`src/rtl/pic_pkg.sv`:
```
package pic_pkg;

  localparam int PIC_NUM_SOURCES = 15;
  localparam int PIC_NUM_PINS    = 8;
  localparam int PIC_MAX_PINS    = 8;

  localparam int CMD_W   = 3;
  localparam int PIN_W   = 3;
  localparam int SRC_W   = 4;
  localparam int WDATA_W = 16;
  localparam int MASK_W  = 16;
  localparam int GPRI_W  = 8;
  localparam int MODES_W = 16;
  localparam int LEVEL_W = 4;

  typedef enum logic [CMD_W-1:0] {
    CMD_PIN_CHANGE = 3'd0,
    CMD_RAISE      = 3'd1,
    CMD_CLEAR      = 3'd2,
    CMD_MASK       = 3'd3,
    CMD_STATUS     = 3'd4
  } cmd_t;

  localparam logic REG_GROUP_PRIO = 1'b0;
  localparam logic REG_PIN_MODES  = 1'b1;

  localparam logic [1:0] MODE_LEVEL = 2'd0;
  localparam logic [1:0] MODE_RISE  = 2'd2;
  localparam logic [1:0] MODE_BOTH  = 2'd3;

  localparam logic [GPRI_W-1:0]  GROUP_PRIO_RST = 8'he4;
  localparam logic [MODES_W-1:0] PIN_MODES_RST  = 16'haaaa;
  localparam logic [MASK_W-1:0]  MASK_RST       = 16'hffff;
  localparam logic [MASK_W-1:0]  MASK_WORD      = 16'h7fff;
  localparam logic [MASK_W-1:0]  MASK_HIGH      = 16'hff00;

  localparam logic [SRC_W-1:0] PIN_SRC [PIC_MAX_PINS] = '{
    4'd0, 4'd4, 4'd8, 4'd12, 4'd6, 4'd5, 4'd2, 4'd1
  };

  typedef struct packed {
    logic [CMD_W-1:0]   cmd;
    logic [PIN_W-1:0]   pin;
    logic               pin_level;
    logic [SRC_W-1:0]   source;
    logic [WDATA_W-1:0] write_value;
    logic               low_byte_only;
  } item_t;

endpackage

```
`src/rtl/pic_update.sv`:
```
module pic_update
  import pic_pkg::*;
#(
  parameter int NUM_SOURCES = PIC_NUM_SOURCES,
  parameter int NUM_PINS    = PIC_NUM_PINS
) (
  input  logic                   clk,
  input  logic                   rst_n,
  input  logic                   apply,
  input  item_t                  item,
  input  logic [MODES_W-1:0]     pin_modes,
  output logic [NUM_SOURCES-1:0] pending_nxt,
  output logic [MASK_W-1:0]      mask_nxt
);

  logic [NUM_SOURCES-1:0] pending_r;
  logic [MASK_W-1:0]      mask_r;
  logic [NUM_PINS-1:0]    last_r;
  logic [NUM_PINS-1:0]    last_nxt;
  logic [NUM_SOURCES-1:0] set_vec;
  logic [NUM_SOURCES-1:0] clr_vec;
  logic [NUM_SOURCES-1:0] level_src;

  always_comb begin
    level_src = '0;
    for (int p = 0; p < NUM_PINS; p++) begin
      for (int s = 0; s < NUM_SOURCES; s++) begin
        if (PIN_SRC[p] == SRC_W'(s) && pin_modes[2*p +: 2] == MODE_LEVEL) begin
          level_src[s] = 1'b1;
        end
      end
    end
  end

  always_comb begin
    logic [1:0] mode;
    logic       prev;
    logic       active;
    mode     = MODE_LEVEL;
    prev     = 1'b0;
    active   = 1'b0;
    set_vec  = '0;
    clr_vec  = '0;
    last_nxt = last_r;
    mask_nxt = mask_r;
    unique case (item.cmd)
      CMD_PIN_CHANGE: begin
        for (int p = 0; p < NUM_PINS; p++) begin
          if (item.pin == PIN_W'(p)) begin
            mode        = pin_modes[2*p +: 2];
            prev        = last_r[p];
            active      = (mode == MODE_BOTH) ? (item.pin_level != prev)
                                              : (item.pin_level && !prev);
            last_nxt[p] = item.pin_level;
            for (int s = 0; s < NUM_SOURCES; s++) begin
              if (PIN_SRC[p] == SRC_W'(s)) begin
                if (mode == MODE_LEVEL) begin
                  set_vec[s] = item.pin_level;
                  clr_vec[s] = !item.pin_level;
                end else if (active && (mode == MODE_RISE || mode == MODE_BOTH)) begin
                  set_vec[s] = 1'b1;
                end
              end
            end
          end
        end
      end
      CMD_RAISE: begin
        for (int s = 0; s < NUM_SOURCES; s++) begin
          if (item.source == SRC_W'(s)) begin
            set_vec[s] = 1'b1;
          end
        end
      end
      CMD_CLEAR: begin
        clr_vec = item.write_value[NUM_SOURCES-1:0] & ~level_src;
      end
      CMD_MASK: begin
        if (item.low_byte_only) begin
          mask_nxt = (mask_r & MASK_HIGH) | (item.write_value & ~MASK_HIGH);
        end else begin
          mask_nxt = item.write_value & MASK_WORD;
        end
      end
      default: begin
      end
    endcase
    pending_nxt = (pending_r & ~clr_vec) | set_vec;
  end

  always_ff @(posedge clk) begin
    if (!rst_n) begin
      pending_r <= '0;
      mask_r    <= MASK_RST;
      last_r    <= '0;
    end else if (apply) begin
      pending_r <= pending_nxt;
      mask_r    <= mask_nxt;
      last_r    <= last_nxt;
    end
  end

endmodule

```
`src/rtl/pic_resolve.sv`:
```
module pic_resolve
  import pic_pkg::*;
#(
  parameter int NUM_SOURCES = PIC_NUM_SOURCES
) (
  input  logic [NUM_SOURCES-1:0] pending,
  input  logic [MASK_W-1:0]      mask,
  input  logic [GPRI_W-1:0]      group_prio,
  output logic                   irq_request,
  output logic [LEVEL_W-1:0]     irq_level
);

  localparam int NUM_LEVELS = 1 << LEVEL_W;

  logic [NUM_SOURCES-1:0] live;
  logic [NUM_LEVELS-1:0]  hit;

  assign live = pending & ~mask[NUM_SOURCES-1:0];

  always_comb begin
    logic [LEVEL_W-1:0] prio;
    hit = '0;
    for (int s = 0; s < NUM_SOURCES; s++) begin
      prio = {group_prio[2*(s >> 2) +: 2], 2'(s & 3)};
      if (live[s]) begin
        hit[prio] = 1'b1;
      end
    end
  end

  always_comb begin
    irq_level = '0;
    for (int p = 0; p < NUM_LEVELS; p++) begin
      if (hit[p]) begin
        irq_level = LEVEL_W'(p);
      end
    end
  end

  assign irq_request = |live;

endmodule

```
`src/rtl/priority_interrupt_controller.sv`:
```
// Channel  Handshake            Payload
// in       in_valid / in_stall  cmd, pin, pin_level, source, write_value, low_byte_only
// out      out_valid / out_stall irq_request, irq_level, pending_bits, mask_bits
// cfg      cfg_we               cfg_index, cfg_wdata
//
// One beat is taken each cycle while in_stall is low; results pass input and output registers.
// The rate is set by the input register feeding one pass of state update and priority compare.
// Reset is synchronous and active low; it restores the state and register defaults.
// A stalled output holds its beat, and the input stalls only when both stages are full.
module priority_interrupt_controller
  import pic_pkg::*;
#(
  parameter int NUM_SOURCES = PIC_NUM_SOURCES,
  parameter int NUM_PINS    = PIC_NUM_PINS
) (
  input  logic                   clk,
  input  logic                   rst_n,
  input  logic                   in_valid,
  output logic                   in_stall,
  input  logic [CMD_W-1:0]       in_cmd,
  input  logic [PIN_W-1:0]       in_pin,
  input  logic                   in_pin_level,
  input  logic [SRC_W-1:0]       in_source,
  input  logic [WDATA_W-1:0]     in_write_value,
  input  logic                   in_low_byte_only,
  output logic                   out_valid,
  input  logic                   out_stall,
  output logic                   out_irq_request,
  output logic [LEVEL_W-1:0]     out_irq_level,
  output logic [NUM_SOURCES-1:0] out_pending_bits,
  output logic [MASK_W-1:0]      out_mask_bits,
  input  logic                   cfg_we,
  input  logic                   cfg_index,
  input  logic [MODES_W-1:0]     cfg_wdata
);

  logic [GPRI_W-1:0]      group_prio_r;
  logic [MODES_W-1:0]     pin_modes_r;
  logic                   s1_valid_r;
  item_t                  s1_item_r;
  logic                   out_valid_r;
  logic                   out_req_r;
  logic [LEVEL_W-1:0]     out_level_r;
  logic [NUM_SOURCES-1:0] out_pending_r;
  logic [MASK_W-1:0]      out_mask_r;
  logic                   out_free;
  logic                   s1_adv;
  logic                   s1_load;
  logic [NUM_SOURCES-1:0] pending_nxt;
  logic [MASK_W-1:0]      mask_nxt;
  logic                   req_nxt;
  logic [LEVEL_W-1:0]     level_nxt;

  assign out_free = !out_valid_r || !out_stall;
  assign s1_adv   = s1_valid_r && out_free;
  assign in_stall = s1_valid_r && !out_free;
  assign s1_load  = in_valid && !in_stall;

  always_ff @(posedge clk) begin
    if (!rst_n) begin
      group_prio_r <= GROUP_PRIO_RST;
      pin_modes_r  <= PIN_MODES_RST;
    end else if (cfg_we) begin
      unique case (cfg_index)
        REG_GROUP_PRIO: group_prio_r <= cfg_wdata[GPRI_W-1:0];
        REG_PIN_MODES:  pin_modes_r  <= cfg_wdata;
        default: begin
        end
      endcase
    end
  end

  always_ff @(posedge clk) begin
    if (!rst_n) begin
      s1_valid_r <= 1'b0;
    end else if (s1_load) begin
      s1_valid_r <= 1'b1;
    end else if (s1_adv) begin
      s1_valid_r <= 1'b0;
    end
  end

  always_ff @(posedge clk) begin
    if (s1_load) begin
      s1_item_r <= '{cmd: in_cmd, pin: in_pin, pin_level: in_pin_level,
                     source: in_source, write_value: in_write_value,
                     low_byte_only: in_low_byte_only};
    end
  end

  pic_update #(
    .NUM_SOURCES(NUM_SOURCES),
    .NUM_PINS   (NUM_PINS)
  ) u_update (
    .clk        (clk),
    .rst_n      (rst_n),
    .apply      (s1_adv),
    .item       (s1_item_r),
    .pin_modes  (pin_modes_r),
    .pending_nxt(pending_nxt),
    .mask_nxt   (mask_nxt)
  );

  pic_resolve #(
    .NUM_SOURCES(NUM_SOURCES)
  ) u_resolve (
    .pending    (pending_nxt),
    .mask       (mask_nxt),
    .group_prio (group_prio_r),
    .irq_request(req_nxt),
    .irq_level  (level_nxt)
  );

  always_ff @(posedge clk) begin
    if (!rst_n) begin
      out_valid_r <= 1'b0;
    end else if (out_free) begin
      out_valid_r <= s1_valid_r;
    end
  end

  always_ff @(posedge clk) begin
    if (s1_adv) begin
      out_req_r     <= req_nxt;
      out_level_r   <= level_nxt;
      out_pending_r <= pending_nxt;
      out_mask_r    <= mask_nxt;
    end
  end

  assign out_valid        = out_valid_r;
  assign out_irq_request  = out_req_r;
  assign out_irq_level    = out_level_r;
  assign out_pending_bits = out_pending_r;
  assign out_mask_bits    = out_mask_r;

`ifndef SYNTHESIS
  a_req_matches_state: assert property (@(posedge clk) disable iff (!rst_n)
    out_valid_r |-> (out_req_r == |(out_pending_r & ~out_mask_r[NUM_SOURCES-1:0])))
    else $error("Request does not match pending and mask bits.");

  a_level_zero_idle: assert property (@(posedge clk) disable iff (!rst_n)
    (out_valid_r && !out_req_r) |-> (out_level_r == '0))
    else $error("Level is not zero without a request.");

  a_adv_gives_result: assert property (@(posedge clk) disable iff (!rst_n)
    s1_adv |=> out_valid_r)
    else $error("Advanced beat did not reach the output.");

  a_stall_only_full: assert property (@(posedge clk) disable iff (!rst_n)
    in_stall |-> (s1_valid_r && out_valid_r))
    else $error("Input stalled while a stage was free.");
`endif

endmodule

```
`config.mk`:
```
export PLATFORM = sky130hd
export DESIGN_NAME = priority_interrupt_controller
export DESIGN_NICKNAME = d
export VERILOG_FILES = /design/src/rtl/pic_pkg.sv /design/src/rtl/pic_update.sv /design/src/rtl/pic_resolve.sv /design/src/rtl/priority_interrupt_controller.sv
export SDC_FILE = /design/constraint.sdc
export NUM_CORES = 1
export LEC_CHECK = 0
export BUFFER_PORTS_ARGS = -buffer_cell sky130_fd_sc_hd__buf_2
export CORE_UTILIZATION = 57
export DETAILED_ROUTE_END_ITERATION = 10
export GPL_ROUTABILITY_DRIVEN = 0
export PLACE_DENSITY = 0.79
export SLEW_MARGIN = 40
export SYNTH_ARGS = -nofsm -noshare
export SYNTH_HDL_FRONTEND = slang
export SYNTH_SLANG_ARGS = --single-unit
export TNS_END_PERCENT = 1
```
`constraint.sdc`:
```
create_clock -name clk -period 3.9 [get_ports clk]
set_clock_uncertainty 0.05 [all_clocks]
set_input_delay 0.78 -clock clk [delete_from_list [all_inputs] [get_ports clk]]
set_output_delay 0.78 -clock clk [all_outputs]
set_load 0.02 [all_outputs]
```
# Yosys cells after proc, flatten, opt, wreduce, memory -nomap -nowiden
# Cells that the tools add are included.
[word_totals]
ramBits = 0
elab_cells = 360
n_memories = 0
inputBits = 50
output_inout_bits = 38
romBits = 0
ff_bits = 128
latch_bits = 0
[classes]
mux = 150
magnitude_cmp = 30
addsub = 0
n_mul = 0
reduce_logical = 82
eq_ne = 48
n_shift = 0
n_bitwise = 23
div = 0
[ops]
columns = ["operator", "count"]
rows = [
  ["$mux W16", 16],
  ["$mux W1", 94],
  ["$lt A4 B5 Y1 const B", 15],
  ["$or A16 B14 Y16", 4],
  ["$or A16 B15 Y16", 4],
  ["$ge A4 B1 Y1 const B", 15],
  ["$or A16 B13 Y16", 3],
  ["$or A16 B16 Y16", 3],
  ["$and A15 B15 Y15", 3],
  ["$logic_and A1 B1 Y1", 34],
  ["$eq A2 B2 Y1 const B", 16],
  ["$demux W1 S2", 15],
  ["$mux W3", 10],
  ["$not A15 Y15", 2],
  ["$eq A4 B4 Y1 const B", 7],
  ["$pmux W3 S2", 4],
  ["$reduce_and A3 Y1", 8],
  ["$eq A4 B3 Y1 const B", 4],
  ["$logic_not A2 Y1", 8],
  ["$or A16 B8 Y16", 1],
  ["$not A13 Y15", 1],
  ["$or A15 B15 Y15", 1],
  ["$reduce_or A15 Y1", 1],
  ["$logic_not A1 Y1", 13],
  ["18 further kinds", 51],
]

# Logic depth before layout (Yosys ltp)
[logic_depth]
word_depth = 53
mapped_depth = 10

# Hierarchy
# From an unflattened synthesis, not the netlist that was laid out.
[hier_totals]
hier_cells = 594
area_unflattened_um2 = 6246.0
[modules_own_cells]
columns = ["mod", "cells_per_inst", "area_per_inst_um2", "n_inst"]
rows = [
  ["priority_interrupt_controller", 179, 3037.9, 1],
  ["pic_update", 302, 2486.1, 1],
  ["pic_resolve", 113, 721.9, 1],
]

# Worst setup path before layout
# Ideal clock, no wire load.
[synth_timing]
path_kind = "register to register"
startpoint = "register s1_item_r[25] (netlist bit)"
endpoint = "register out_req_r (netlist: out_irq_request), data pin"
required_time_ns = 3.578
arrival_ns = 2.510
synth_period_minus_slack_ns = 2.832
path_buffers = 1
stages_incl_launch_ff = 10
setup_slack_ns = 1.068
path_cell_list = "edfxtp_1 buf_6 nor4b_4 nand3_2 o41a_1 o31ai_4 nand2_2 nor3b_1 nand4_1 or4b_1"
[synth_via]
elab_chain_len = 7
[synth_rtl]
columns = ["item", "line_no", "text"]
rows = [
  ["start, declared", "priority_interrupt_controller.sv:40", "item_t s1_item_r;"],
  ["start signal, assigned", "priority_interrupt_controller.sv:85", "s1_item_r <= '{cmd: in_cmd, pin: in_pin, pin_level: in_pin_level,"],
  ["$eq A3 B2 Y1 / $logic_not A3 Y1 (equally long branches)", "pic_update.sv:46", "unique case (item.cmd)"],
  ["$pmux W3 S2, or another cell as far along", "pic_update.sv:46", ""],
  ["$not A15 Y15", "pic_update.sv:88", "pending_nxt = (pending_r & ~clr_vec) | set_vec;"],
  ["$and A15 B15 Y15", "pic_update.sv:88", ""],
  ["$or A15 B15 Y15", "pic_update.sv:88", ""],
  ["$and A15 B15 Y15 *", "pic_resolve.sv:18", "assign live = pending & ~mask[NUM_SOURCES-1:0];"],
  ["$reduce_or A15 Y1 *", "pic_resolve.sv:40", "assign irq_request = |live;"],
  ["net req_nxt", "priority_interrupt_controller.sv:51", "logic req_nxt;"],
  ["end signal, assigned", "priority_interrupt_controller.sv:124", "out_req_r <= req_nxt;"],
  ["end, declared", "priority_interrupt_controller.sv:42", "logic out_req_r;"],
]
# Mark *: on every way through the listed nets, which the timed path passes. The rest lies on a longest branch.
# A chain may end at the register's enable or synchronous reset.

# Worst setup path in the final report
[layout_timing]
startpoint = "register s1_item_r[26] (netlist bit)"
endpoint = "register out_level_r[0] (netlist: out_irq_level[0]), data pin"
[layout_via]
elab_chain_len = 47
[layout_rtl]
columns = ["item", "line_no", "text"]
rows = [
  ["$eq A3 B2 Y1 / $logic_not A3 Y1 (equally long branches)", "pic_update.sv:46", ""],
  ["$pmux W3 S2", "pic_update.sv:46", ""],
  ["$not A15 Y15", "pic_update.sv:88", ""],
  ["$and A15 B15 Y15", "pic_update.sv:88", ""],
  ["$or A15 B15 Y15", "pic_update.sv:88", ""],
  ["$and A15 B15 Y15 *", "pic_resolve.sv:18", ""],
  ["$mux W16", "pic_resolve.sv:25", "if (live[s]) begin"],
  ["$or A16 B15 Y16 (no line)", "--", ""],
  ["(+22 left out)", "--", ""],
  ["$mux W16", "pic_resolve.sv:25", ""],
  ["$or A16 B15 Y16 (no line)", "--", ""],
  ["$mux W16 *", "pic_resolve.sv:25", ""],
  ["$mux W1", "pic_resolve.sv:34", "if (hit[p]) begin"],
  ["$mux W2 (2 in a row)", "pic_resolve.sv:34", ""],
  ["$mux W3 (8 in a row)", "pic_resolve.sv:34", ""],
  ["$mux W2 (2 in a row)", "pic_resolve.sv:34", ""],
  ["$mux W1", "pic_resolve.sv:34", ""],
  ["end signal, assigned", "priority_interrupt_controller.sv:125", "out_level_r <= level_nxt;"],
  ["end, declared", "priority_interrupt_controller.sv:43", "logic [LEVEL_W-1:0] out_level_r;"],
]
# Every way passes the cells marked *; elsewhere a longest branch is shown, timed or not.

==> reports/metrics.yaml <==
run_status:
  status: "completed"
timing:
  worst_slew_pin_slew_ps: 724
  fin_tns_setup_ps: 0
  fmaxAchievable_ghz: 0.284
  drv_slew: 0
  period_minus_slack_ps: 3520
  min_period_over_period_pct: 90.2
  hold_viol: 0
  slew_headroom_pct: 51.7
  setup_violations: 0
  rsz0062_at_grt: "no"
clock_network:
  h-tree-depth: 4
  clock_latency_ps: 520
  cts_resized: 0
  clkTransAtPathRegs_ps: 60
  cts_made_buffers: 17
  hold_buffers: 0
  cts_setup_buffers: 0
  clk_path_buf_depth: 2
  clock_sinks: 128
  cts_tree: "built"
  cts-root-buf: "clkbuf_8"
logic_synthesis:
  yosys-top-cells-area: "edfxtp_1, dfxtp_1, nand2_1, nor2_1, mux2i_1"
  syn_area_um2: 6130
  yosys.area_share.adder_pct: 1.63
  synthDominantCellAreaShare_pct: 30.9
  synth_top_flop_cell: "dfxtp_1"
  synth_top_family_by_area: "simple AND/OR/NAND/NOR gates"
  synth-compound-area-share_pct: 15.2
  synthMuxAreaShare_pct: 4.12
  synthSimpleGateAreaFrac_pct: 22.8
  synth-warning-count: 0
  synthXorXnorAreaFrac_pct: 0
  avgSynthCellArea_um2: 9.89
  ys_ff_latch: 128
  syn-num-nets: 678
  syn_inst: 620
  async_reset_ff_share_pct: 0
  synth_largest_area_cell: "edfxtp_1"
  ys_seq_area_share_pct: 52.1
  synth_enable_flop_cells: 63
  ys_types: 75
power:
  power_frac_clock_pct: 44.4
  switchingPower_mw: 0.885
  power_mw: 3.43
  p_int_mw: 2.54
  p_leak_nw: 2.89
  vdd_drop_max_mv: 0.274
  p_comb_share_pct: 9.9
  p_sw_share_pct: 25.8
  pwr-share-seq_pct: 45.6
  power_density_nw_per_um2: 473
worst_hold_path:
  whs_endpoint: "s1_item_r[3]"
  min_from: "in_write_value[2]"
  hold_class: "in2reg"
  hold_path_depth: 1
drt:
  vias_per_cell: 6.11
  met1_length_mm: 6.11
  wl_met3_mm: 1.16
  ant_nets: 0
  drc: 0
  routed.top_layer: "met4"
  dr.pass1.iters: 5
  drt-wirelength-per-cell_um: 17.7
  wl_met2_mm: 7.16
  num_vias: 5217
  drt_iter0_drc: 489
  routed_wirelength_mm: 15.1
setup_path:
  cpMaxStageDelayCell: "or4b_1"
  critPathCaptureType: "flop"
  cp.arrival_ps: 3730
  reg2reg_to: "out_irq_level[0]"
  worstPathCellList: "or4b_1, nor3_1, a32oi_1, a21oi_1, nand3_1, nor2b_1, a221oi_1, o31ai_1"
  path_max_fanout: 18
  crit_start: "s1_item_r[26]"
  critical_path_class: "reg2reg"
  worstReg2RegStart: "s1_item_r[26]"
  crit_buf_inv: 0
  crit_family: "simple AND/OR/NAND/NOR gates"
  critPathMaxStageDelay_ps: 710
  rr_worst_depth: 8
  start_kind: "flop"
  rrSetupSlack_ps: 380
  required_ps: 4120
grt:
  grtUsageTotal_pct: 28.2
  antenna_found_initial: 0
  grt-ovfl-total: 0
  grt_max_degree: 52
  grt_first_pass_wirelength_mm: 24.1
  first_global_vias: 4832
floorplan:
  rows: 37
  die_area_um2: 11200
  die_y_um: 106
  initial_utilization_pct: 59.1
  die_w_um: 106
  io-pin-count: 88
  core_area_um2: 10400
placed_design:
  hpwl_mm: 10.3
  io_buffer_count: 86
layout:
  layout-drive-gt1-share_pct: 20.8
  area_growth_pct: 18.0
  nNetsFinal: 763
  antennaDiodeCount: 0
  fillerInstances: 768
run:
  cap_violations: 0
layout make-up:
cell class	count	area (µm²)	area share, %
well taps	136	170	2.35
multi-input cells	432	2690	37.1
inverters	34	128	1.76
repair buffers	92	488	6.74
clock buffers	17	414	5.72
clock inverters	15	159	2.20
flip-flops and latches	128	3190	44.1
how the worst max path moves through the flow:
stage / endpoint / slack (ps) / cells after the start
2_1_floorplan: out_irq_request / 1070 / 9
3_3_place_gp: out_irq_level[1] / 610 / 8
3_5_place_dp: out_irq_level[0] / 510 / 8
4_1_cts: out_irq_level[0] / 470 / 8
5_1_grt: out_irq_level[0] / 180 / 8
6_report: out_irq_level[0] / 380 / 8
registers in the layout, indices dropped and copies added (netlist names), 4 cells and up:
signal / flops
u_update.mask_r: 16
out_irq_level: 4
out_pending_bits: 15
s1_item_r: 27
out_mask_bits: 16
u_update.last_r: 8
u_update.pending_r: 15
pin_modes_r: 16
group_prio_r: 8
metrics by stage:
stage / hold WS [ps] / instances / cell area (µm²) / setup slack [ps] / utilization (%)
floorplan: 365 / 620 / 6130 / 1070 / -
global placement: 374 / 822 / 6660 / 610 / 64.3
detailed placement: 392 / 822 / 6660 / 512 / 64.3
CTS: 356 / 854 / 7240 / 466 / 69.8
global route: 360 / 854 / 7240 / 179 / 69.8
finish: 375 / 854 / 7240 / 382 / 69.8
power by group through the flow:
stage / clock [mW] / combinational [mW] / sequential, mW
2_1_floorplan: 0 / 0.213 / 1.59
3_3_place_gp: 0 / 0.322 / 1.58
3_5_place_dp: 0 / 0.332 / 1.59
4_1_cts: 1.54 / 0.338 / 1.56
5_1_grt: 1.59 / 0.374 / 1.57
6_report: 1.52 / 0.341 / 1.56
cell usage after synthesis (3+ instances only):
| cell | number |
|---|---|
| a21oi_1 | 25 |
| or4b_1 | 3 |
| dfxtp_1 | 65 |
| o22a_1 | 4 |
| buf_1 | 3 |
| a211oi_1 | 12 |
| clkbuf_1 | 18 |
| and3_1 | 3 |
| a221o_1 | 3 |
| nor2b_1 | 14 |
| a32oi_1 | 4 |
| a31oi_1 | 3 |
| o32ai_1 | 3 |
| nand2_1 | 106 |
| nand2b_1 | 11 |
| ha_1 | 8 |
| nor2_1 | 49 |
| a22oi_1 | 3 |
| nand3_1 | 30 |
| a221oi_1 | 4 |
| nor3_1 | 19 |
| edfxtp_1 | 63 |
| mux2_2 | 6 |
| o211ai_1 | 16 |
| buf_6 | 3 |
| inv_1 | 32 |
| or3_1 | 3 |
| o21ai_0 | 15 |
| o221ai_1 | 4 |
| nand4bb_1 | 7 |
| and2_1 | 5 |
| o22ai_1 | 8 |
| mux2i_1 | 17 |
worst register-to-register path: cells and delay by family (launching register included):
| family | cells | cell delay (ps) |
|---|---|---|
| AO/OA/AOI/OAI | 4 | 1080 |
| AND/OR/NAND/NOR | 4 | 1450 |
| flip-flops | 1 | 680 |
cells in the final DEF, fill, tap and decap left out, types with 3 or more instances in the layout:
cell type   instances
o32ai_1             3
a31oi_1             3
or3_1               3
edfxtp_1           63
o22ai_1             8
nand4bb_1           7
a21oi_1            25
mux2i_1            17
a211oi_1           12
ha_1                8
nor2b_1            13
o22a_1              4
or4b_1              3
o221ai_1            4
nor2_1             49
mux2_2              6
clkinvlp_4          6
o211ai_1           16
buf_4               5
nand2_1           106
nand3_1            30
a221oi_1            4
nand2b_1           11
and2_1              5
a221o_1             3
inv_6               5
buf_2              86
and3_1              3
o21ai_0            15
dfxtp_1            65
nor3_1             19
a22oi_1             3
a32oi_1             4
clkbuf_16          16
inv_1              32
routing by layer:
layer | up-vias | global-route usage [%]
met3 | 64 | 7.42
met4 | 0 | 14.1
li1 | 2444 | -
met2 | 279 | 46.4
met1 | 2430 | 34.3
met5 | - | 0
cells by family after synthesis:
family / Yosys count
mux: 24
flops: 128
fa+ha+maj: 8
buf+inv: 60
simple gates: 272
compound gates: 128
Power figures use the tool's default switching activity.
